File: src/hdl/vbpc_ram.sv
// Generic single-write, single-read RAM with registered read (read-first).
`default_nettype none
module vbpc_ram #(
  parameter int WIDTH = 32,
  parameter int DEPTH = 16
) (
  input  wire logic                     clk,
  input  wire logic                     we,
  input  wire logic [$clog2(DEPTH)-1:0] waddr,
  input  wire logic [WIDTH-1:0]         wdata,
  input  wire logic                     re,
  input  wire logic [$clog2(DEPTH)-1:0] raddr,
  output logic      [WIDTH-1:0]         rdata
);

  logic [WIDTH-1:0] mem [DEPTH];

  always_ff @(posedge clk) begin
    if (re) begin
      rdata <= mem[raddr];
    end
    if (we) begin
      mem[waddr] <= wdata;
    end
  end

endmodule
`default_nettype wire

File: config.mk
export PLATFORM = sky130hd
export DESIGN_NAME = vbpc_ram
export DESIGN_NICKNAME = d
export VERILOG_FILES = /design/src/hdl/vbpc_ram.sv
export SDC_FILE = /design/constraint.sdc
export NUM_CORES = 1
export LEC_CHECK = 0
export ABC_AREA = 1
export BUFFER_PORTS_ARGS = -buffer_cell sky130_fd_sc_hd__buf_2
export CORE_AREA = 2 2 214 216
export CTS_CLUSTER_SIZE = 20
export DETAILED_ROUTE_END_ITERATION = 7
export DIE_AREA = 0 0 216 218
export GPL_ROUTABILITY_DRIVEN = 0
export PLACE_DENSITY = 0.68
export RECOVER_POWER = 100
export SLEW_MARGIN = 20
export SYNTH_ARGS = -nofsm -noshare
export SYNTH_HDL_FRONTEND = slang
export SYNTH_SLANG_ARGS = --single-unit
File: constraint.sdc
create_clock -name clk -period 2.7 [get_ports clk]
set_clock_uncertainty 0.15 [all_clocks]
set_input_delay 0.405 -clock clk [delete_from_list [all_inputs] [get_ports clk]]
set_output_delay 0.405 -clock clk [all_outputs]
set_load 0.01 [all_outputs]
==> impl_metrics.csv <==
group,metric,value,unit
clocking,cts-buffers-inserted,52,
clocking,cts_sinks,544,
timing,fin_tns_setup,0,ps
finish,fill_cells,3698,
yosys,synth_nets,2163,
floorplanning,dieArea,47100,sq um
power_and_ir_drop,vdd_drop_max,0.383,mV
timing,max_freq,469,MHz
timing,period_minus_slack,2130,ps
critical_path,worstPathCellList,"clkbuf_1 -> nand3b_1 -> nor2_4 -> clkbuf_2",
critical_path,r2r_slack,1370,ps
outcome,violations,"max-capacitance violations, max-slew violations",
yosys,synthCells,2120,
drt,vias,14800,
timing,rsz0062_at_grt,"false",
clocking,cts_tree,"yes",
min_path,hold_path.class,"in2reg",
yosys,yosysWarnings,0,
critical_path,crit_path_end,"mem[10][7]",
finish,mostFrequentLayoutCells,"nand2_1 (677), edfxtp_1 (544), inv_1 (386)",
timing,slew_headroom,-0.0172,
floorplanning,io_pins,75,
yosys,syn_avg_cell_area,10.9,sq um
yosys,ys_ff_latch,544,
finish,final_common_cell,"nand2_1",
floorplanning,die_x,216,um
clocking,cts_buffer_depth,3,
critical_path,required,2730,ps
drt,ant_nets,0,
critical_path,startpoint,"waddr[2]",
clocking,clk_pin_slew,60,ps
grt,overflow,0,
grt,grt_max_degree,137,
finish,syn_to_final_growth,10.6,%
power_and_ir_drop,cellPowerDensity,692,nW/um^2
drt,vias_per_cell,5.23,
floorplanning,rows,78,
drt,drt_iter0_markers,1797,
critical_path,crit_arrival,2160,ps
job,maxCapViolations,1,
timing,finalHoldViolCount,0,
critical_path,r2r_cells,6,
timing,slew_violations,17,
yosys,synth_seq_area_share,0.709,
clocking,post_cts_buffers,0,
power_and_ir_drop,p_leak,10.6,nW
grt,grt_pass1_wl,82.4,mm
drt,drc,0,
critical_path,critPathKind,"in2reg",
timing,setup_slack,566,ps
timing,finalCritPeriodShare,0.790,
finish,drive_above_1_share,0.0571,
yosys,netlist_area,23100,sq um
placement,dp_slack,534,ps
critical_path,r2r-start,"mem[7][28]",
placement,dp_cells,2733,
critical_path,critPathMaxStageDelay,1030,ps
grt,grt_pass1_vias,14300,
outcome,status,"finished, violations left",
drt,drt-pass1-iter-count,5,
critical_path,slowest_stage,"clkbuf_2",
clocking,h-tree-depth,2,
floorplanning,core_area,44900,sq um
grt,globalRouteTotalUtil,0.229,
critical_path,reg2reg_to,"rdata[28]",
critical_path,path_max_fanout,32,
clocking,worstSkewPairLatency,570,ps
clocking,hold_buffers,0,
floorplanning,die_y,218,um
finish,nets,2230,
floorplanning,initial_core_util,0.513,
finish,utilization,0.568,
placement,dp_hpwl,26.9,mm
drt,wl_per_cell,18.7,um
placement,numPortBuffers,74,
clocking,cts-root-buf,"clkbuf_16",
finish,layoutNonFillerInstCount,2827,
drt,drt-total-wl,52.9,mm
timing,worst_pin_slew,1530,ps
grt,antenna_found_initial,2,
timing,setup_viol,0,
clocking,cts_resized,0,
critical_path,cp-start-kind,"input port",
yosys,ys_types,14,
critical_path,cp-end-kind,"flip-flop",
==> worst max-delay path, delay by kind of cell <==
kind | cells | cell delay, ps
buffers and inverters | 2 | 1140
AND/OR/NAND/NOR | 2 | 590
==> cell type report <==
type / count / area (sq um) / area share
Inverter: 390 / 1470 / 0.0577
Timing Repair Buffer: 118 / 682 / 0.0267
Clock buffer: 65 / 1370 / 0.0538
Clock inverter: 27 / 250 / 0.00981
Multi-Input combinational cell: 1081 / 4640 / 0.182
Antenna cell: 2 / 5.00 / 0.000196
Tap cell: 600 / 751 / 0.0294
Sequential cell: 544 / 16300 / 0.641
==> cells by family after synthesis <==
| group | Yosys count | share of synthesized area |
|---|---|---|
| flip-flops | 544 | 0.709 |
| buffers and inverters | 495 | 0.0941 |
| AND/OR/NAND/NOR | 1081 | 0.197 |
==> state kept, by name, indices dropped and copies added, names as in the netlist <==
register / cells
mem: 512
rdata: 32
==> where the power goes <==
| group | leakage [nW] | switching, W | total, W | internal, W |
|---|---|---|---|---|
| sequential | 4.94 | 0.0000554 | 0.00957 | 0.00952 |
| clock | 0.797 | 0.00297 | 0.00703 | 0.00405 |
| combinational | 4.89 | 0.000772 | 0.00105 | 0.000283 |
==> worst min path at each step <==
stage	start	cells past startpoint	to
floorplan	wdata[0]	0	mem[0][0]
global placement	mem[10][23]	6	rdata[23]
detailed placement	mem[10][17]	6	rdata[17]
CTS	wdata[5]	1	mem[15][5]
global route	wdata[19]	1	mem[1][19]
finish	wdata[19]	1	mem[9][19]
==> layer usage <==
metal / wire, um / track usage
met5: 0 / 0
met4: 1400 / 0.0749
met3: 3960 / 0.0328
met2: 25100 / 0.377
met1: 22400 / 0.318
==> cell usage after synthesis, drive strengths merged <==
cell / instances / area share
nand2: 677 / 0.11
edfxtp: 544 / 0.71
inv: 390 / 0.064
nand3: 385 / 0.084
buf: 91 / 0.028
nor2: 17 / 0.0028
clkbuf: 14 / 0.0023
nand3b: 2 / 0.00065
==> through the flow <==
| stage | hold slack, ps | total power, W | area (sq um) |
|---|---|---|---|
| 5_1_grt | 180 | 0.0182 | 25500 |
| 3_5_place_dp | 572 | 0.0108 | 24200 |
| 2_1_floorplan | 354 | 0.0104 | 23100 |
| 3_3_place_gp | 562 | 0.0108 | 24200 |
| 4_1_cts | 27.5 | 0.0178 | 25800 |
| 6_report | 174 | 0.0177 | 25500 |
No activity file was read; power rests on OpenSTA's default activity.
