--- config.mk ---
export PLATFORM = sky130hd
export DESIGN_NAME = vbpc_issue_flat
export DESIGN_NICKNAME = d
export VERILOG_FILES = /design/src/hdl/vbpc_pkg.sv /design/src/hdl/vbpc_if.sv /design/src/hdl/vbpc_issue.sv /design/src/flat_wrapper.sv
export SDC_FILE = /design/constraint.sdc
export NUM_CORES = 1
export LEC_CHECK = 0
export BUFFER_PORTS_ARGS = -buffer_cell sky130_fd_sc_hd__buf_2
export CAP_MARGIN = 20
export CORE_AREA = 2 2 80 82
export CTS_CLUSTER_SIZE = 10
export DETAILED_ROUTE_END_ITERATION = 7
export DIE_AREA = 0 0 82 84
export MAX_ROUTING_LAYER = met4
export PLACE_DENSITY = 0.83
export SKIP_LAST_GASP = 1
export SYNTH_ARGS = -nofsm -noshare
export SYNTH_HDL_FRONTEND = slang
export SYNTH_SLANG_ARGS = --single-unit
--- constraint.sdc ---
create_clock -name clk -period 4.65 [get_ports clk]
set_clock_uncertainty 0.2 [all_clocks]
set_input_delay 0.2325 -clock clk [delete_from_list [all_inputs] [get_ports clk]]
set_output_delay 0.2325 -clock clk [all_outputs]
set_load 0.02 [all_outputs]
--- src/hdl/vbpc_pkg.sv ---
// Package: shared types, constants and codes of the bitmap pixel converter.
`default_nettype none
package vbpc_pkg;

  localparam int PIXEL_BITS  = 32;
  localparam int SMALL_DEPTH = 16;
  localparam int LARGE_DEPTH = 256;
  localparam int SMALL_AW    = $clog2(SMALL_DEPTH);
  localparam int LARGE_AW    = $clog2(LARGE_DEPTH);

  typedef logic [PIXEL_BITS-1:0] pix_t;

  typedef enum logic [1:0] {
    OP_CONVERT  = 2'd0,
    OP_WR_SMALL = 2'd1,
    OP_WR_LARGE = 2'd2,
    OP_NONE     = 2'd3
  } op_t;

  typedef enum logic [1:0] {
    REG_DISPLAY_MODE = 2'd0,
    REG_ZOOM_MODE    = 2'd1,
    REG_BLEND_ENABLE = 2'd2,
    REG_BLEND_MASK   = 2'd3
  } reg_idx_t;

  localparam logic [2:0] MODE_G4 = 3'd0;
  localparam logic [2:0] MODE_G5 = 3'd1;
  localparam logic [2:0] MODE_G6 = 3'd2;
  localparam logic [2:0] MODE_G7 = 3'd3;

  localparam logic [1:0] ZOOM_NARROW = 2'd0;
  localparam logic [1:0] ZOOM_DOUBLE = 2'd1;

  typedef enum logic [1:0] {
    STEP_EMIT  = 2'd0,
    STEP_HOLD  = 2'd1,
    STEP_BLEND = 2'd2
  } step_kind_t;

  typedef struct packed {
    logic [2:0]  display_mode;
    logic [1:0]  zoom_mode;
    logic        blend_enable;
    logic [31:0] blend_mask;
  } cfg_t;

  typedef struct packed {
    logic       valid;
    step_kind_t kind;
    logic       dup;
    logic       last;
    logic       lg_sel;
  } step_t;

  typedef struct packed {
    logic                we;
    logic [LARGE_AW-1:0] waddr;
    pix_t                wdata;
    logic                re;
    logic [LARGE_AW-1:0] raddr;
  } ram_req_t;

endpackage
`default_nettype wire

--- src/hdl/vbpc_if.sv ---
// Interfaces: input item, result item and configuration write channels.
`default_nettype none
interface vbpc_in_if;
  logic        valid;
  logic        ready;
  logic [1:0]  op;
  logic [7:0]  first_byte;
  logic [7:0]  second_byte;
  logic [7:0]  entry_index;
  logic [31:0] entry_value;
  modport source (output valid, op, first_byte, second_byte, entry_index, entry_value,
                  input ready);
  modport sink (input valid, op, first_byte, second_byte, entry_index, entry_value,
                output ready);
endinterface

`default_nettype wire

--- src/hdl/vbpc_issue.sv ---
// Issue stage: accepts items, writes palettes and sequences palette reads.
`default_nettype none
module vbpc_issue import vbpc_pkg::*; (
  input  wire logic  clk,
  input  wire logic  rst,
  input  wire cfg_t  cfg,
  vbpc_in_if.sink    px_in,
  input  wire logic  advance,
  output step_t      step,
  output ram_req_t   sm_req,
  output ram_req_t   lg_req
);

  logic       busy;
  logic [1:0] cnt;
  logic [7:0] b0;
  logic [7:0] b1;
  logic       in_acc;
  logic       at_last;
  logic [1:0] last_cnt;
  logic       z256;
  logic       z512;
  logic       pair;
  logic [LARGE_AW-1:0] raddr;
  op_t        op;

  assign op   = op_t'(px_in.op);
  assign z256 = (cfg.zoom_mode == ZOOM_NARROW);
  assign z512 = (cfg.zoom_mode == ZOOM_DOUBLE);

  always_comb begin
    step.valid  = busy;
    step.kind   = STEP_EMIT;
    step.dup    = z512;
    step.lg_sel = 1'b0;
    last_cnt    = 2'd1;
    pair        = 1'b0;
    raddr       = '0;
    case (cfg.display_mode)
      MODE_G4: begin
        raddr = LARGE_AW'(cnt[0] ? b0[3:0] : b0[7:4]);
      end
      MODE_G5: begin
        last_cnt = 2'd3;
        pair     = z256;
        step.dup = 1'b0;
        case (cnt)
          2'd0:    raddr = LARGE_AW'(b0[7:6]);
          2'd1:    raddr = LARGE_AW'(b0[5:4]);
          2'd2:    raddr = LARGE_AW'(b0[3:2]);
          default: raddr = LARGE_AW'(b0[1:0]);
        endcase
      end
      MODE_G6: begin
        last_cnt = 2'd3;
        pair     = z256;
        step.dup = 1'b0;
        case (cnt)
          2'd0:    raddr = LARGE_AW'(b0[7:4]);
          2'd1:    raddr = LARGE_AW'(b0[3:0]);
          2'd2:    raddr = LARGE_AW'(b1[7:4]);
          default: raddr = LARGE_AW'(b1[3:0]);
        endcase
      end
      MODE_G7: begin
        step.lg_sel = 1'b1;
        raddr       = cnt[0] ? b1 : b0;
      end
      default: begin
        raddr = '0;
      end
    endcase
    if (pair) begin
      step.kind = cnt[0] ? STEP_BLEND : STEP_HOLD;
    end
    at_last   = (cnt == last_cnt);
    step.last = at_last;
  end

  assign px_in.ready = !busy || (advance && at_last);
  assign in_acc      = px_in.valid && px_in.ready;

  always_ff @(posedge clk) begin
    if (rst) begin
      busy <= 1'b0;
      cnt  <= 2'd0;
    end else if (in_acc) begin
      busy <= (op == OP_CONVERT);
      cnt  <= 2'd0;
    end else if (busy && advance) begin
      if (at_last) begin
        busy <= 1'b0;
      end else begin
        cnt <= cnt + 2'd1;
      end
    end
  end

  always_ff @(posedge clk) begin
    if (in_acc) begin
      b0 <= px_in.first_byte;
      b1 <= px_in.second_byte;
    end
  end

  always_comb begin
    sm_req.we    = in_acc && (op == OP_WR_SMALL);
    sm_req.waddr = LARGE_AW'(px_in.entry_index[SMALL_AW-1:0]);
    sm_req.wdata = px_in.entry_value[PIXEL_BITS-1:0];
    sm_req.re    = busy && advance && !step.lg_sel;
    sm_req.raddr = raddr;
    lg_req.we    = in_acc && (op == OP_WR_LARGE);
    lg_req.waddr = px_in.entry_index;
    lg_req.wdata = px_in.entry_value[PIXEL_BITS-1:0];
    lg_req.re    = busy && advance && step.lg_sel;
    lg_req.raddr = raddr;
  end

  a_cnt_bound: assert property (@(posedge clk) disable iff (rst)
    busy |-> (cnt <= last_cnt))
    else $error("step counter beyond last step");

  a_one_read: assert property (@(posedge clk) disable iff (rst)
    !(sm_req.re && lg_req.re))
    else $error("both palettes read in one cycle");

  a_convert_load: assert property (@(posedge clk) disable iff (rst)
    (in_acc && (op == OP_CONVERT)) |=> (busy && (cnt == 2'd0)))
    else $error("convert transaction not loaded");

endmodule
`default_nettype wire

--- src/flat_wrapper.sv ---
// flat-port wrapper written by rule: the top's interface ports become plain ports
module vbpc_issue_flat import vbpc_pkg::*;
  (clk, rst, cfg, advance, step, sm_req, lg_req, px_in_valid, px_in_op, px_in_first_byte, px_in_second_byte, px_in_entry_index, px_in_entry_value, px_in_ready);
  vbpc_in_if px_in_i ();
  input  wire logic clk;
  input  wire logic rst;
  input  wire cfg_t cfg;
  input  wire logic advance;
  output step_t step;
  output ram_req_t sm_req;
  output ram_req_t lg_req;
  input wire logic [$bits(px_in_i.valid)-1:0] px_in_valid;
  input wire logic [$bits(px_in_i.op)-1:0] px_in_op;
  input wire logic [$bits(px_in_i.first_byte)-1:0] px_in_first_byte;
  input wire logic [$bits(px_in_i.second_byte)-1:0] px_in_second_byte;
  input wire logic [$bits(px_in_i.entry_index)-1:0] px_in_entry_index;
  input wire logic [$bits(px_in_i.entry_value)-1:0] px_in_entry_value;
  output wire logic [$bits(px_in_i.ready)-1:0] px_in_ready;
  assign px_in_i.valid = px_in_valid;
  assign px_in_i.op = px_in_op;
  assign px_in_i.first_byte = px_in_first_byte;
  assign px_in_i.second_byte = px_in_second_byte;
  assign px_in_i.entry_index = px_in_entry_index;
  assign px_in_i.entry_value = px_in_entry_value;
  assign px_in_ready = px_in_i.ready;
  vbpc_issue u_core (.clk(clk), .rst(rst), .cfg(cfg), .px_in(px_in_i), .advance(advance), .step(step), .sm_req(sm_req), .lg_req(lg_req));
endmodule
==> metrics <==
Max IR drop VDD 0.280 mV; worst r2r dst u_core.cnt[1]; Vias/cell 4.87; Clock H-tree levels 1; vias after detailed routing 1286; status finished, final reports clean; setup slack, reg-to-reg 2.18 ns; Seq cells post-synth 19; crit path cell chain clkinv_1, ha_1, a21oi_1, a221oi_1, a211o_1, buf_2; FFs w/ async S/R, synth 0%; GRT Total Usage 12.7%; # rows 29; Hold Fails Final Rpt 0; detailed placement HPWL 3340 µm; GPL Wtd Cong 0.880; DRC Markers 0; CP max stage cell dfxtp_1; Crit. Startpoint u_core.cnt[0]; Final Setup Violations 0; CTS Sinks 19; antenna violations before repair 0; Synth Area in Compound Gates 15.5%; top-area cell type share of the netlist area 37.0%; die area 6890 µm²; post-synthesis cell type count 32; Seq/Total Area, Yosys 29.6%; initial core utilization 29.9%; Top FF cell, synth edfxtp_1; PD cells 234 nW/µm²; Post-synth EDFFs 16; RSZ-0062 raised after global routing no; total power 0.404 mW; Area Growth Syn to Fin -5.21%; first-pass GRT wire length 6570 µm; Crit path buffers/inverters 2; vias in the first global route 1255; Initial DRC Count 61; Syn Area/Cell 9.04 µm²; largest net degree at the start of global routing 21; worst reg-to-reg path cell count 5; area share of fa/ha/maj cells after synthesis 2.74%; Area after DPL 1520 µm²; fin nets 292; GRT Residual Overflow 0; Post-Synthesis Cells 202; mux cell area share after synthesis 2.81%; max frequency 0.313 GHz; critical-path maximum fanout 16; Ys Warns 0; CP Capture Type output port; Post-Syn Area 1830 µm²; layout cells sized above 1 31.6%; CP Data Required Time 4.22 ns; Worst Tran Pin Value 0.900 ns; Synth Area in XOR/XNOR 0.960%; Die X 82 µm; Synth top cells by count 90 x buf_4, 16 x edfxtp_1, 14 x nor2_1; stages on the worst setup path 6; final worst-path cycle share 68.6%; Startpoint Class flip-flop; Setup Buffers After CTS 0; Die Ht 84 µm; Setup TNS Final 0 ns; Max Slew Vio Count 0; DRT Wirelength 4360 µm; root buf cell clkbuf_8; n_diodes 0; area share of and/or/nand/nor cells after synthesis 8.70%; Hold WC Path Type input port to flip-flop; CP Class flip-flop to output port; leading area contributor after synthesis buf_4; WP data arrival 2.76 ns; fin area 1730 µm²; CORE AREA 6100 µm²; Pre-Repair DR Iteration Count 4; DP Cell Count 243; latest clock arrival within the worst-skew pair 0.25 ns; slew margin rel. 39.5%; DR WL/cell 16.5 µm; delay-heaviest family, CP flip-flops; DRT antenna net count 0; max capacitance violation total 0; reg2reg start u_core.cnt[0]; CTS tree built; CTS buffer count 3; most common cell in the netlist buf_4; CTS max path bufs 2; main combinational cell family by area after synthesis buffers and inverters; Reg clk slew, reported paths 0.07 ns; final std cells w/o fill 264; min Tclk post-route 3.19 ns; static leakage 0.756 nW; Crit path largest cell delay 0.76 ns; IO buf count 53; critical path endpoint sm_req[1]; largest cells by area after synthesis buf_4 37%, edfxtp_1 26%, a221oi_1 4.8%; I/O Pins 207
## stage by stage
stage          utilization, %  hold WS [ns]  setup WS (ns)
2_1_floorplan               -         0.102           2.45
3_3_place_gp             24.9         0.209           1.74
3_5_place_dp             24.9         0.211           1.74
4_1_cts                  28.4        0.0432           1.47
5_1_grt                  28.4        0.0464           1.23
6_report                 28.4        0.0423           1.46
## what timing repair did
action                                 in CTS  in global routing
resized for setup                           0                  0
endpoints found under the hold margin      18                  0
hold buffers                               17                  0
## state kept, by name, indices dropped and copies added (netlist names)
signal / flops
u_core.busy: 1
u_core.b0: 8
u_core.cnt: 2
u_core.b1: 8
## worst min path at each step
stage | start | cells after the start | end
floorplan | rst | 1 | u_core.busy
global placement | px_in_first_byte[2] | 1 | u_core.b0[2]
detailed placement | px_in_first_byte[2] | 1 | u_core.b0[2]
CTS | px_in_valid | 3 | u_core.busy
global route | px_in_valid | 3 | u_core.busy
finish | px_in_valid | 3 | u_core.busy
## layer usage
metal / global-route usage [%] / up-vias / wire length [µm]
li1: - / 578 / -
met1: 12.8 / 570 / 1360
met2: 23.7 / 122 / 2430
met3: 3.25 / 16 / 486
met4: 3.64 / 0 / 85
met5: - / - / 0
## cell usage in the layout (no fill, tap or decap), types with 3 or more instances in the layout
master	synthesis	final
nand2_1	8	8
buf_2	0	53
nor2_1	14	14
a21oi_1	7	7
edfxtp_1	16	16
clkbuf_8	0	3
a22oi_1	6	6
mux2i_1	4	4
inv_1	8	8
dfxtp_1	3	3
dlygate4sd3_1	0	17
ha_1	4	4
conb_1	1	4
a221oi_1	10	10
o21ai_0	4	4
## worst register-to-register path, cell delays in order, from the launching register on
cell      delay, ns
dfxtp_1        0.76
clkinv_1       0.50
ha_1           0.45
nand3_1        0.08
o21a_1         0.18
a211oi_1       0.21
## cell type report
| cell class | count | area [µm²] |
|---|---|---|
| sequential | 19 | 541 |
| multi-input combinational | 84 | 576 |
| tap | 77 | 96.3 |
| clock buffer | 4 | 45.0 |
| fill | 653 | 4370 |
| timing repair buffer | 70 | 435 |
| inverter | 10 | 37.5 |
## kinds of logic (layout without fill, tap and decap cells)
family | Yosys count | count (layout)
adders and majority gates | 4 | 4
buffers and inverters | 102 | 84
and+or+nand+nor | 32 | 32
DFF | 19 | 19
xor gates and xnor gates | 2 | 2
muxes | 5 | 5
other | 1 | 4
AOI/OAI and AO/OA | 37 | 37
## report_power, final
group	internal, mW	switching, mW	total [mW]
Combinational	0.0380	0.0508	0.0888
Sequential	0.197	0.00806	0.205
Clock	0.0608	0.0501	0.111
Total	0.295	0.109	0.404
(Power assumes the default switching activity.)
