<file path="config.mk">
export PLATFORM = sky130hd
export DESIGN_NAME = vbpc_output_flat
export DESIGN_NICKNAME = d
export VERILOG_FILES = /design/src/hdl/vbpc_pkg.sv /design/src/hdl/vbpc_if.sv /design/src/hdl/vbpc_output.sv /design/src/flat_wrapper.sv
export SDC_FILE = /design/constraint.sdc
export NUM_CORES = 1
export LEC_CHECK = 0
export BUFFER_PORTS_ARGS = -buffer_cell sky130_fd_sc_hd__buf_2
export CAP_MARGIN = 20
export CORE_MARGIN = 1
export CORE_UTILIZATION = 40
export CTS_CLUSTER_DIAMETER = 30
export CTS_CLUSTER_SIZE = 8
export DETAILED_ROUTE_END_ITERATION = 12
export SYNTH_ARGS = -nofsm -noshare
export SYNTH_HDL_FRONTEND = slang
export SYNTH_SLANG_ARGS = --single-unit
</file>
<file path="constraint.sdc">
create_clock -name clk -period 11.4 [get_ports clk]
set_input_delay 0 -clock clk [delete_from_list [all_inputs] [get_ports clk]]
set_output_delay 0 -clock clk [all_outputs]
set_load 0.01 [all_outputs]
</file>
<file path="src/hdl/vbpc_pkg.sv">
// Package: shared types, constants and codes of the bitmap pixel converter.
`default_nettype none
package vbpc_pkg;

  localparam int PIXEL_BITS  = 32;
  localparam int SMALL_DEPTH = 16;
  localparam int LARGE_DEPTH = 256;
  localparam int SMALL_AW    = $clog2(SMALL_DEPTH);
  localparam int LARGE_AW    = $clog2(LARGE_DEPTH);

  typedef logic [PIXEL_BITS-1:0] pix_t;

  typedef enum logic [1:0] {
    OP_CONVERT  = 2'd0,
    OP_WR_SMALL = 2'd1,
    OP_WR_LARGE = 2'd2,
    OP_NONE     = 2'd3
  } op_t;

  typedef enum logic [1:0] {
    REG_DISPLAY_MODE = 2'd0,
    REG_ZOOM_MODE    = 2'd1,
    REG_BLEND_ENABLE = 2'd2,
    REG_BLEND_MASK   = 2'd3
  } reg_idx_t;

  localparam logic [2:0] MODE_G4 = 3'd0;
  localparam logic [2:0] MODE_G5 = 3'd1;
  localparam logic [2:0] MODE_G6 = 3'd2;
  localparam logic [2:0] MODE_G7 = 3'd3;

  localparam logic [1:0] ZOOM_NARROW = 2'd0;
  localparam logic [1:0] ZOOM_DOUBLE = 2'd1;

  typedef enum logic [1:0] {
    STEP_EMIT  = 2'd0,
    STEP_HOLD  = 2'd1,
    STEP_BLEND = 2'd2
  } step_kind_t;

  typedef struct packed {
    logic [2:0]  display_mode;
    logic [1:0]  zoom_mode;
    logic        blend_enable;
    logic [31:0] blend_mask;
  } cfg_t;

  typedef struct packed {
    logic       valid;
    step_kind_t kind;
    logic       dup;
    logic       last;
    logic       lg_sel;
  } step_t;

  typedef struct packed {
    logic                we;
    logic [LARGE_AW-1:0] waddr;
    pix_t                wdata;
    logic                re;
    logic [LARGE_AW-1:0] raddr;
  } ram_req_t;

endpackage
`default_nettype wire

</file>
<file path="src/hdl/vbpc_if.sv">
// Interfaces: input item, result item and configuration write channels.
`default_nettype none


interface vbpc_out_if;
  logic        valid;
  logic        ready;
  logic [31:0] pixel;
  logic        last;
  modport source (output valid, pixel, last, input ready);
  modport sink (input valid, pixel, last, output ready);
endinterface

`default_nettype wire

</file>
<file path="src/hdl/vbpc_output.sv">
// Data and output stage: palette read return, colour blend and pixel register.
`default_nettype none
module vbpc_output import vbpc_pkg::*; (
  input  wire logic  clk,
  input  wire logic  rst,
  input  wire cfg_t  cfg,
  input  wire step_t step,
  input  wire pix_t  sm_rdata,
  input  wire pix_t  lg_rdata,
  output logic       advance,
  vbpc_out_if.source px_out
);

  step_t             d;
  pix_t              c1;
  logic              held;
  pix_t              o_pixel;
  logic              o_valid;
  logic              o_last;
  logic              dup;
  pix_t              rd;
  pix_t              mask;
  pix_t              c2;
  logic [PIXEL_BITS:0] sum;
  pix_t              val;
  logic              consume;
  logic              push;

  assign advance = !o_valid || (px_out.ready && !dup);
  assign consume = d.valid && advance;
  assign push    = consume && (d.kind != STEP_HOLD);

  always_comb begin
    rd   = d.lg_sel ? lg_rdata : sm_rdata;
    mask = cfg.blend_mask[PIXEL_BITS-1:0];
    c2   = (rd & ~mask) | (c1 & mask);
    sum  = {1'b0, c1} + {1'b0, c2};
    val  = rd;
    if (d.kind == STEP_BLEND) begin
      val = cfg.blend_enable ? sum[PIXEL_BITS:1] : c1;
    end
  end

  always_ff @(posedge clk) begin
    if (rst) begin
      d <= '0;
    end else if (advance) begin
      d <= step;
    end
  end

  always_ff @(posedge clk) begin
    if (rst) begin
      held <= 1'b0;
    end else if (consume && (d.kind == STEP_HOLD)) begin
      held <= 1'b1;
    end else if (consume && (d.kind == STEP_BLEND)) begin
      held <= 1'b0;
    end
  end

  always_ff @(posedge clk) begin
    if (consume && (d.kind == STEP_HOLD)) begin
      c1 <= rd;
    end
  end

  always_ff @(posedge clk) begin
    if (rst) begin
      o_valid <= 1'b0;
      dup     <= 1'b0;
    end else if (push) begin
      o_valid <= 1'b1;
      dup     <= d.dup;
    end else if (o_valid && px_out.ready) begin
      if (dup) begin
        dup <= 1'b0;
      end else begin
        o_valid <= 1'b0;
      end
    end
  end

  always_ff @(posedge clk) begin
    if (push) begin
      o_pixel <= val;
      o_last  <= d.last;
    end
  end

  assign px_out.valid = o_valid;
  assign px_out.pixel = 32'(o_pixel);
  assign px_out.last  = o_last && !dup;

  a_dup_valid: assert property (@(posedge clk) disable iff (rst)
    dup |-> o_valid)
    else $error("repeat pending without a pixel");

  a_blend_held: assert property (@(posedge clk) disable iff (rst)
    (consume && (d.kind == STEP_BLEND)) |-> held)
    else $error("blend without a held first colour");

  a_hold_no_push: assert property (@(posedge clk) disable iff (rst)
    (consume && (d.kind == STEP_HOLD) && o_valid && !px_out.ready) |=> $stable(o_pixel))
    else $error("held colour disturbed a waiting pixel");

endmodule
`default_nettype wire

</file>
<file path="src/flat_wrapper.sv">
// flat-port wrapper written by rule: the top's interface ports become plain ports
module vbpc_output_flat import vbpc_pkg::*;
  (clk, rst, cfg, step, sm_rdata, lg_rdata, advance, px_out_valid, px_out_pixel, px_out_last, px_out_ready);
  vbpc_out_if px_out_i ();
  input  wire logic clk;
  input  wire logic rst;
  input  wire cfg_t cfg;
  input  wire step_t step;
  input  wire pix_t sm_rdata;
  input  wire pix_t lg_rdata;
  output logic advance;
  output wire logic [$bits(px_out_i.valid)-1:0] px_out_valid;
  output wire logic [$bits(px_out_i.pixel)-1:0] px_out_pixel;
  output wire logic [$bits(px_out_i.last)-1:0] px_out_last;
  input wire logic [$bits(px_out_i.ready)-1:0] px_out_ready;
  assign px_out_valid = px_out_i.valid;
  assign px_out_pixel = px_out_i.pixel;
  assign px_out_last = px_out_i.last;
  assign px_out_i.ready = px_out_ready;
  vbpc_output u_core (.clk(clk), .rst(rst), .cfg(cfg), .step(step), .sm_rdata(sm_rdata), .lg_rdata(lg_rdata), .advance(advance), .px_out(px_out_i));
endmodule
</file>
==> out/summary.txt, run 1 <==
Run status -> finished clean
Design Area, Final -> 0.00721 mm²
Detailed-routing iteration count for the pre-antenna-repair pass -> 5
Worst-case vdd ir drop -> 85.3 µV
Maximum number of pins on one net before global-route repair -> 44
Vias post-DR -> 5046
CTS Buf Count -> 9
Total Die Area -> 0.0139 mm²
Most used cell, CP -> sky130_fd_sc_hd__a21oi_1
Critical Setup Path Class -> reg -> reg
Startpoint type of the worst setup path -> register
Final Instance Count excl. Fillers -> 938
Number of max-cap violations -> 0
HPWL after detailed placement -> 10.3 mm
Time the worst path needs with I/O delays and setup -> 4300 ps
RSZ-0062 raised after global routing -> false
Number of flops mapped to enable cells by yosys -> 65
# DRC -> 0
Count of placed standard cells including taps -> 855
Highest Clock Rate -> 232 MHz
Worst path required time -> 11580 ps
Total congestion overflow after global routing -> 0
Number of antenna violations at the first check in global routing -> 1
Register bit total from synthesis -> 73
Synthesis warning total -> 0
Final max-slew violation count -> 0
Number of buffers inserted by port buffering -> 140
Sequential fraction of the synthesis area -> 39.2%
Per-instance average area after synthesis -> 9.69 µm²
Series of cell instances along the critical path -> mux2_2 > mux2_2 > fa_1 > a21o_1 > a21oi_1 > o221ai_1 > a221o_1 > a21oi_1 > and4_1 > a21oi_1 > a31oi_1
Initial DRC count -> 239
# setup viols final -> 0
Wire length reported by the detailed router -> 14.8 mm
Buffer levels on the longest clock path -> 2
Sort of element at the end of the critical path -> register
Instance count of the mapped netlist -> 556
Final clock skew -> 10.4 ps
Slowest stage delay, CP -> 880 ps
Hold WC Path Type -> in -> reg
Final-layout setup total negative slack -> 0 ps
Die height -> 118 µm
Clk pin slew, worst setup/hold paths -> 60 ps
Via count of the first global-routing pass -> 5035
Final antenna-violating net count -> 0
Post-detailed-route via-to-cell ratio -> 5.38
Total number of placement rows -> 42
Initial standard-cell utilization of the core -> 40.9%
Clock root cell -> sky130_fd_sc_hd__clkbuf_16
Post-layout nets -> 899
CTS tree -> done
FFs w/ async S/R, synth -> 0%
Count of buffer and inverter cells on the critical path -> 0
Max_slew headroom -> 28.7%
Post-detailed-route wirelength per cell -> 15.8 µm
Syn-to-layout area delta -> 33.7%
Transition time at the pin with the least slew margin -> 1070 ps
Layout cells sized above 1 -> 30.1%
CP arrival -> 4490 ps
Cell area reported after detailed placement -> 0.00628 mm²
Leakage power -> 2.95 nW
Wire length of the first global-routing pass -> 24.2 mm
Worst path slowest cell -> sky130_fd_sc_hd__dfxtp_2
Die boundary width -> 118 µm
Share of the clock period used by the worst path -> 37.8%
Pwr per Cell Area -> 110 mW/mm²
Hold Worst Slack -> 9.55 ps
All-Layer GR Usage -> 21.8%
Maximum fanout along the worst path -> 33
Number of nets in the synthesized netlist -> 699
Insertion delay of the later-clocked pin in the worst-skew pair -> 350 ps
Post-synthesis cell type count -> 48
Num Clock Sinks -> 73
CTS-repair resized insts -> 0
Delay-heaviest family, CP -> compound AO/OA/AOI/OAI gates
Hold Fails Final Rpt -> 0
Global placer's final weighted congestion -> 0.872
Htree depth -> 3
IO Pins -> 146
Core region area -> 0.0132 mm²
Post-synthesis instance area -> 0.00539 mm²
Ys flop type -> sky130_fd_sc_hd__edfxtp_1
kinds of logic (layout without fill, tap and decap cells):
family                   count (synthesis)  count (layout)  share of synthesized area (%)
other                                    0               1                              0
buffers and inverters                   31             236                           2.23
XOR/XNOR                                27              27                           4.39
multiplexers                            72              72                           14.9
AND/OR/NAND/NOR                        148             148                           12.6
AO/OA/AOI/OAI                          173             173                           19.1
flip-flops                              73              73                           39.2
adder cells (fa/ha/maj)                 32              32                           7.57
worst reg2reg max path: cells and delay by family, from the launching register on:
kind                       cells  cell delay [ps]
AOI/OAI and AO/OA              7             1850
DFF                            1              880
muxes                          2              740
adders and majority gates      1              430
and+or+nand+nor                1              240
area by class of cell:
cell class,count,area (µm²)
antenna,1,2.50
inverter,9,33.8
fill,1205,5980
multi-input combinational,452,3170
sequential,73,2110
timing repair buffer,211,1400
clock inverter,3,17.5
tap,176,220
clock buffer,13,250
repair_timing:
item | in CTS | in global routing
hold buffers | 66 | 0
setup buffers | 0 | 0
hold endpoints to repair | 34 | 0
final timing paths:
kind	start	to	slack (ps)	cells past startpoint
setup / recovery	u_core.d[0]	u_core.px_out.pixel[27]	7100	11
hold / removal	sm_rdata[26]	u_core.c1[26]	10	2
setup reg to reg	u_core.d[0]	u_core.px_out.pixel[27]	7100	11
hold reg to reg	u_core.d[1]	u_core.o_last	450	0
report_power, final:
group,switching (W),internal (W),total (W)
sequential,0.00000685,0.000308,0.000314
combinational,0.000109,0.000104,0.000212
clock,0.000110,0.000153,0.000263
total,0.000226,0.000564,0.000790
cell usage in the layout, fill, tap and decap left out, types with 8 or more instances in the layout:
master / count
sky130_fd_sc_hd__ha_1: 31
sky130_fd_sc_hd__nand2_1: 51
sky130_fd_sc_hd__mux2i_1: 8
sky130_fd_sc_hd__dlygate4sd3_1: 66
sky130_fd_sc_hd__buf_2: 140
sky130_fd_sc_hd__nand3_1: 9
sky130_fd_sc_hd__edfxtp_1: 65
sky130_fd_sc_hd__clkbuf_16: 9
sky130_fd_sc_hd__inv_1: 8
sky130_fd_sc_hd__or3_1: 18
sky130_fd_sc_hd__nor2_1: 41
sky130_fd_sc_hd__a21oi_1: 73
sky130_fd_sc_hd__a21o_1: 14
sky130_fd_sc_hd__o21a_1: 9
sky130_fd_sc_hd__o21ai_0: 47
sky130_fd_sc_hd__mux2_2: 63
sky130_fd_sc_hd__xnor2_1: 20
metal layers:
metal	GRT usage [%]	vias up	wire (µm)
li1	-	2502	-
met1	25.9	2373	6490
met2	37.3	143	7300
met3	5.14	28	674
met4	9.46	0	357
met5	0	-	0
through the flow:
stage | setup WS, ps | utilization, % | power, W
3_3_place_gp | 7090 | 47.5 | 0.000507
3_5_place_dp | 7090 | 47.6 | 0.000509
4_1_cts | 7080 | 54.6 | 0.000796
2_1_floorplan | 7750 | - | 0.000450
5_1_grt | 6920 | 54.6 | 0.000829
6_report | 7100 | 54.6 | 0.000790
state kept, by name, indices dropped and copies added, names as in the netlist:
name and count:
u_core.c1 32, u_core.d 6, u_core.o_last 1, u_core.dup 1
u_core.px_out.valid 1, u_core.px_out.pixel 32
cells in the mapped netlist, drive strengths merged (4+ instances only):
| library cell | count | area share, % |
|---|---|---|
| nand2 | 51 | 3.6 |
| nand3 | 9 | 0.84 |
| a21o | 14 | 2.0 |
| buf | 4 | 0.35 |
| a211oi | 4 | 0.56 |
| xnor2 | 20 | 3.3 |
| edfxtp | 65 | 36 |
| and3 | 4 | 0.46 |
| o21ai | 47 | 4.4 |
| nand4 | 6 | 0.70 |
| nor3 | 7 | 0.65 |
| inv | 8 | 0.56 |
| clkbuf | 18 | 1.3 |
| a31oi | 5 | 0.58 |
| or3 | 18 | 2.1 |
| mux2 | 64 | 13 |
| dfxtp | 8 | 3.0 |
| nor2 | 42 | 2.9 |
| ha | 31 | 7.2 |
| xor2 | 7 | 1.1 |
| a21oi | 73 | 6.8 |
| mux2i | 8 | 1.5 |
| o21a | 9 | 1.3 |
(Power assumes the default switching activity.)
==> run 2, diff against run 1 <==
ABC_AREA = 1   (was not set)
PLACE_DENSITY = 0.66   (was not set)
clock period = 3.4 ns   (was 11.4 ns; I/O delays follow)
==> run 2 against run 1 <==
Global-route usage rose by 1.9 points. First-iteration DRC count rose by 40%. Total power rose to 3.5 times the previous value. Core utilization fell by 0.29 points. Register-to-register slack got worse by 6800 ps. Synthesized cell count rose by 44%. Combinational power rose to 3.6 times the previous value. Worst setup slack got worse by 6800 ps. Sequential share of layout area fell by 0.44 points.
==> out/summary.txt, run 2 <==
Run status -> finished clean
Most frequent cells in the layout -> sky130_fd_sc_hd__nand2_1 (241), sky130_fd_sc_hd__buf_2 (140), sky130_fd_sc_hd__nor2_1 (88), sky130_fd_sc_hd__inv_1 (82), sky130_fd_sc_hd__o21ai_0 (73)
Instance count of the mapped netlist -> 801 (+44%)
Detailed-routing iteration count for the pre-antenna-repair pass -> 5 (unchanged)
Final worst setup slack -> 334 ps (-6760 ps)
Die height -> 121 µm (+2.1%)
Insertion delay of the later-clocked pin in the worst-skew pair -> 350 ps (about the same)
Highest Clock Rate -> 326 MHz (+40%)
Count of filler cells inserted in the layout -> 1395 (+16%)
Leakage power -> 3.52 nW (+19%)
Transition time at the pin with the least slew margin -> 735 ps (-332 ps)
IO Pins -> 146 (unchanged)
Number of antenna violations at the first check in global routing -> 0 (-1)
Worst path slowest cell -> sky130_fd_sc_hd__dfxtp_1
Time the worst path needs with I/O delays and setup -> 3070 ps (-1240 ps)
Number of nets in the synthesized netlist -> 944 (+35%)
Worst-case vdd ir drop -> 270 µV (+220%)
Series of cell instances along the critical path -> buf_4 > buf_4 > nand2_1 > nand2_1 > nor2_1 > a21oi_1 > ha_1 > a21oi_1 > o21ai_0 > a21oi_1 > nor2_1 > nor2_1 > a21oi_1 > o21ai_0 > nand2_1
Placement Setup Slack -> 324 ps (-6770 ps)
Leading cell type in the layout, fill and taps excluded -> sky130_fd_sc_hd__nand2_1
Layout cells sized above 1 -> 18.4% (-12 points)
Number of buffers inserted by port buffering -> 140 (unchanged)
Register bit total from synthesis -> 73 (unchanged)
Cell type contributing the most total cell area after synthesis -> sky130_fd_sc_hd__edfxtp_1
All-Layer GR Usage -> 23.7% (+1.9 points)
Post-detailed-route via-to-cell ratio -> 4.96 (-7.8%)
Wire length of the first global-routing pass -> 26.8 mm (+11%)
Post-detailed-route wirelength per cell -> 14.1 µm (-11%)
Number of max-cap violations -> 0 (unchanged)
Initial DRC count -> 334 (+40%)
Clk pin slew, worst setup/hold paths -> 60 ps (about the same)
Number of setup buffers added after CTS -> 0 (unchanged)
CP arrival -> 3170 ps (-1320 ps)
Maximum number of pins on one net before global-route repair -> 39 (-11%)
Share of the clock period used by the worst path -> 90.2% (+52 points)
Slowest stage delay, CP -> 340 ps (-540 ps)
Hold WC Path Type -> in -> reg
Max_slew headroom -> 51.0% (+22 points)
Post-synthesis cell type count -> 34 (-29%)
Initial standard-cell utilization of the core -> 41.8% (+0.94 points)
Final clock skew -> 8.66 ps (-1.76 ps)
Htree depth -> 3 (unchanged)
Top area cells in the synthesized netlist -> sky130_fd_sc_hd__edfxtp_1 (35%), sky130_fd_sc_hd__nand2_1 (16%), sky130_fd_sc_hd__ha_1 (6.9%), sky130_fd_sc_hd__o21ai_0 (6.5%), sky130_fd_sc_hd__a21oi_1 (6.3%)
Share of the synthesized area in the top cell type -> 34.7% (-1.5 points)
Final max-slew violation count -> 0 (unchanged)
Post-layout nets -> 1131 (+26%)
Number of flops mapped to enable cells by yosys -> 65 (unchanged)
Count of inserted antenna diode cells -> 0 (-1)
Via count of the first global-routing pass -> 5638 (+12%)
Total number of placement rows -> 42 (unchanged)
CTS-repair resized insts -> 0 (unchanged)
Final-layout setup total negative slack -> 0 ps (unchanged)
Hold Fails Final Rpt -> 0 (unchanged)
Syn-to-layout area delta -> 30.0%
RSZ-0062 raised after global routing -> false
CTS tree -> done
CTS Buf Count -> 9 (unchanged)
Clock root cell -> sky130_fd_sc_hd__clkbuf_16
Ys flop type -> sky130_fd_sc_hd__edfxtp_1
Maximum fanout along the worst path -> 17 (-48%)
Top-count cell post-synth -> sky130_fd_sc_hd__nand2_1
Critical Setup Path Class -> reg -> reg
Num Clock Sinks -> 73 (unchanged)
HPWL after detailed placement -> 12.2 mm (+18%)
Quantity of hold-fixing buffers added after cts -> 47 (-29%)
Most numerous cell types in the synthesized netlist -> sky130_fd_sc_hd__nand2_1 (241), sky130_fd_sc_hd__nor2_1 (88), sky130_fd_sc_hd__inv_1 (82)
Vias post-DR -> 5801 (+15%)
Total Die Area -> 0.0145 mm² (+4.3%)
Most used cell, CP -> sky130_fd_sc_hd__a21oi_1
Post-synthesis instance area -> 0.00562 mm² (+4.3%)
Synthesis warning total -> 0 (unchanged)
# DRC -> 0 (unchanged)
Startpoint type of the worst setup path -> register
FFs w/ async S/R, synth -> 0% (unchanged)
Worst path required time -> 3500 ps (-8080 ps)
Wire length reported by the detailed router -> 16.5 mm (+11%)
Total congestion overflow after global routing -> 0 (unchanged)
Final antenna-violating net count -> 0 (unchanged)
Global placer's final weighted congestion -> 0.902 (+3.5%)
Core region area -> 0.0135 mm² (+2.0%)
Sequential fraction of the synthesis area -> 37.6% (-1.6 points)
Sort of element at the end of the critical path -> register
Per-instance average area after synthesis -> 7.02 µm² (-28%)
Die boundary width -> 121 µm (+2.1%)
Buffer levels on the longest clock path -> 2 (unchanged)
Pwr per Cell Area -> 379 mW/mm² (+250%)
# setup viols final -> 0 (unchanged)
## run 2: worst paths after layout
path,from,end,slack [ps],cells past startpoint
worst max-delay path,u_core.d[0],u_core.px_out.pixel[29],330,15
worst min-delay path,lg_rdata[10],u_core.c1[10],10,3
worst max register to register,u_core.d[0],u_core.px_out.pixel[29],330,15
worst min register to register,u_core.d[1],u_core.o_last,440,0
## run 2: cell families after synthesis
family | count (synthesis) | share of synthesized area (%)
multiplexers | 2 | 0.401
AO/OA/AOI/OAI | 175 | 16.8
XOR/XNOR | 14 | 2.18
buffers and inverters | 105 | 7.03
AND/OR/NAND/NOR | 400 | 28.8
adder cells (fa/ha/maj) | 32 | 7.25
flip-flops | 73 | 37.6
## run 2: stage by stage
stage	utilization (%)	hold WS [ps]	cells	power [W]	instance area [µm²]
floorplan	-	69.1	801	0.00154	5630
global placement	48.6	173	1106	0.00177	6540
detailed placement	48.6	180	1106	0.00178	6540
finish	54.4	12.2	1169	0.00277	7310
global route	54.4	18.1	1169	0.00292	7310
CTS	54.4	7.13	1169	0.00278	7310
## run 2: where the power goes
group / switching [W] / leakage [nW] / total (W) / internal, W
registers: 0.0000147 / 0.664 / 0.00106 / 0.00104
logic: 0.000453 / 2.70 / 0.000759 / 0.000306
clock network: 0.000393 / 0.151 / 0.000953 / 0.000560
## run 2: critical path, delay by kind of cell, from the launching register on
kind	cells	cell delay (ps)
buf+inv	2	530
compound gates	6	1110
flops	1	340
fa+ha+maj	1	300
simple gates	6	520
## run 2: routing by layer
layer | up-vias | GRT usage [%] | share of wire, %
met1 | 2573 | 30.6 | 47
met4 | 0 | 7.87 | 2.1
met5 | - | 0 | 0
met2 | 161 | 39.2 | 47
li1 | 3045 | - | -
met3 | 22 | 5.24 | 4.7
## run 2: layout make-up
cell class / instances / area, µm² / area share, %
multi-input combinational: 623 / 3130 / 42.8
sequential: 73 / 2110 / 28.9
timing repair buffer: 195 / 1230 / 16.8
inverter: 86 / 323 / 4.41
clock buffer: 11 / 264 / 3.61
tap: 176 / 220 / 3.01
clock inverter: 5 / 35.0 / 0.479
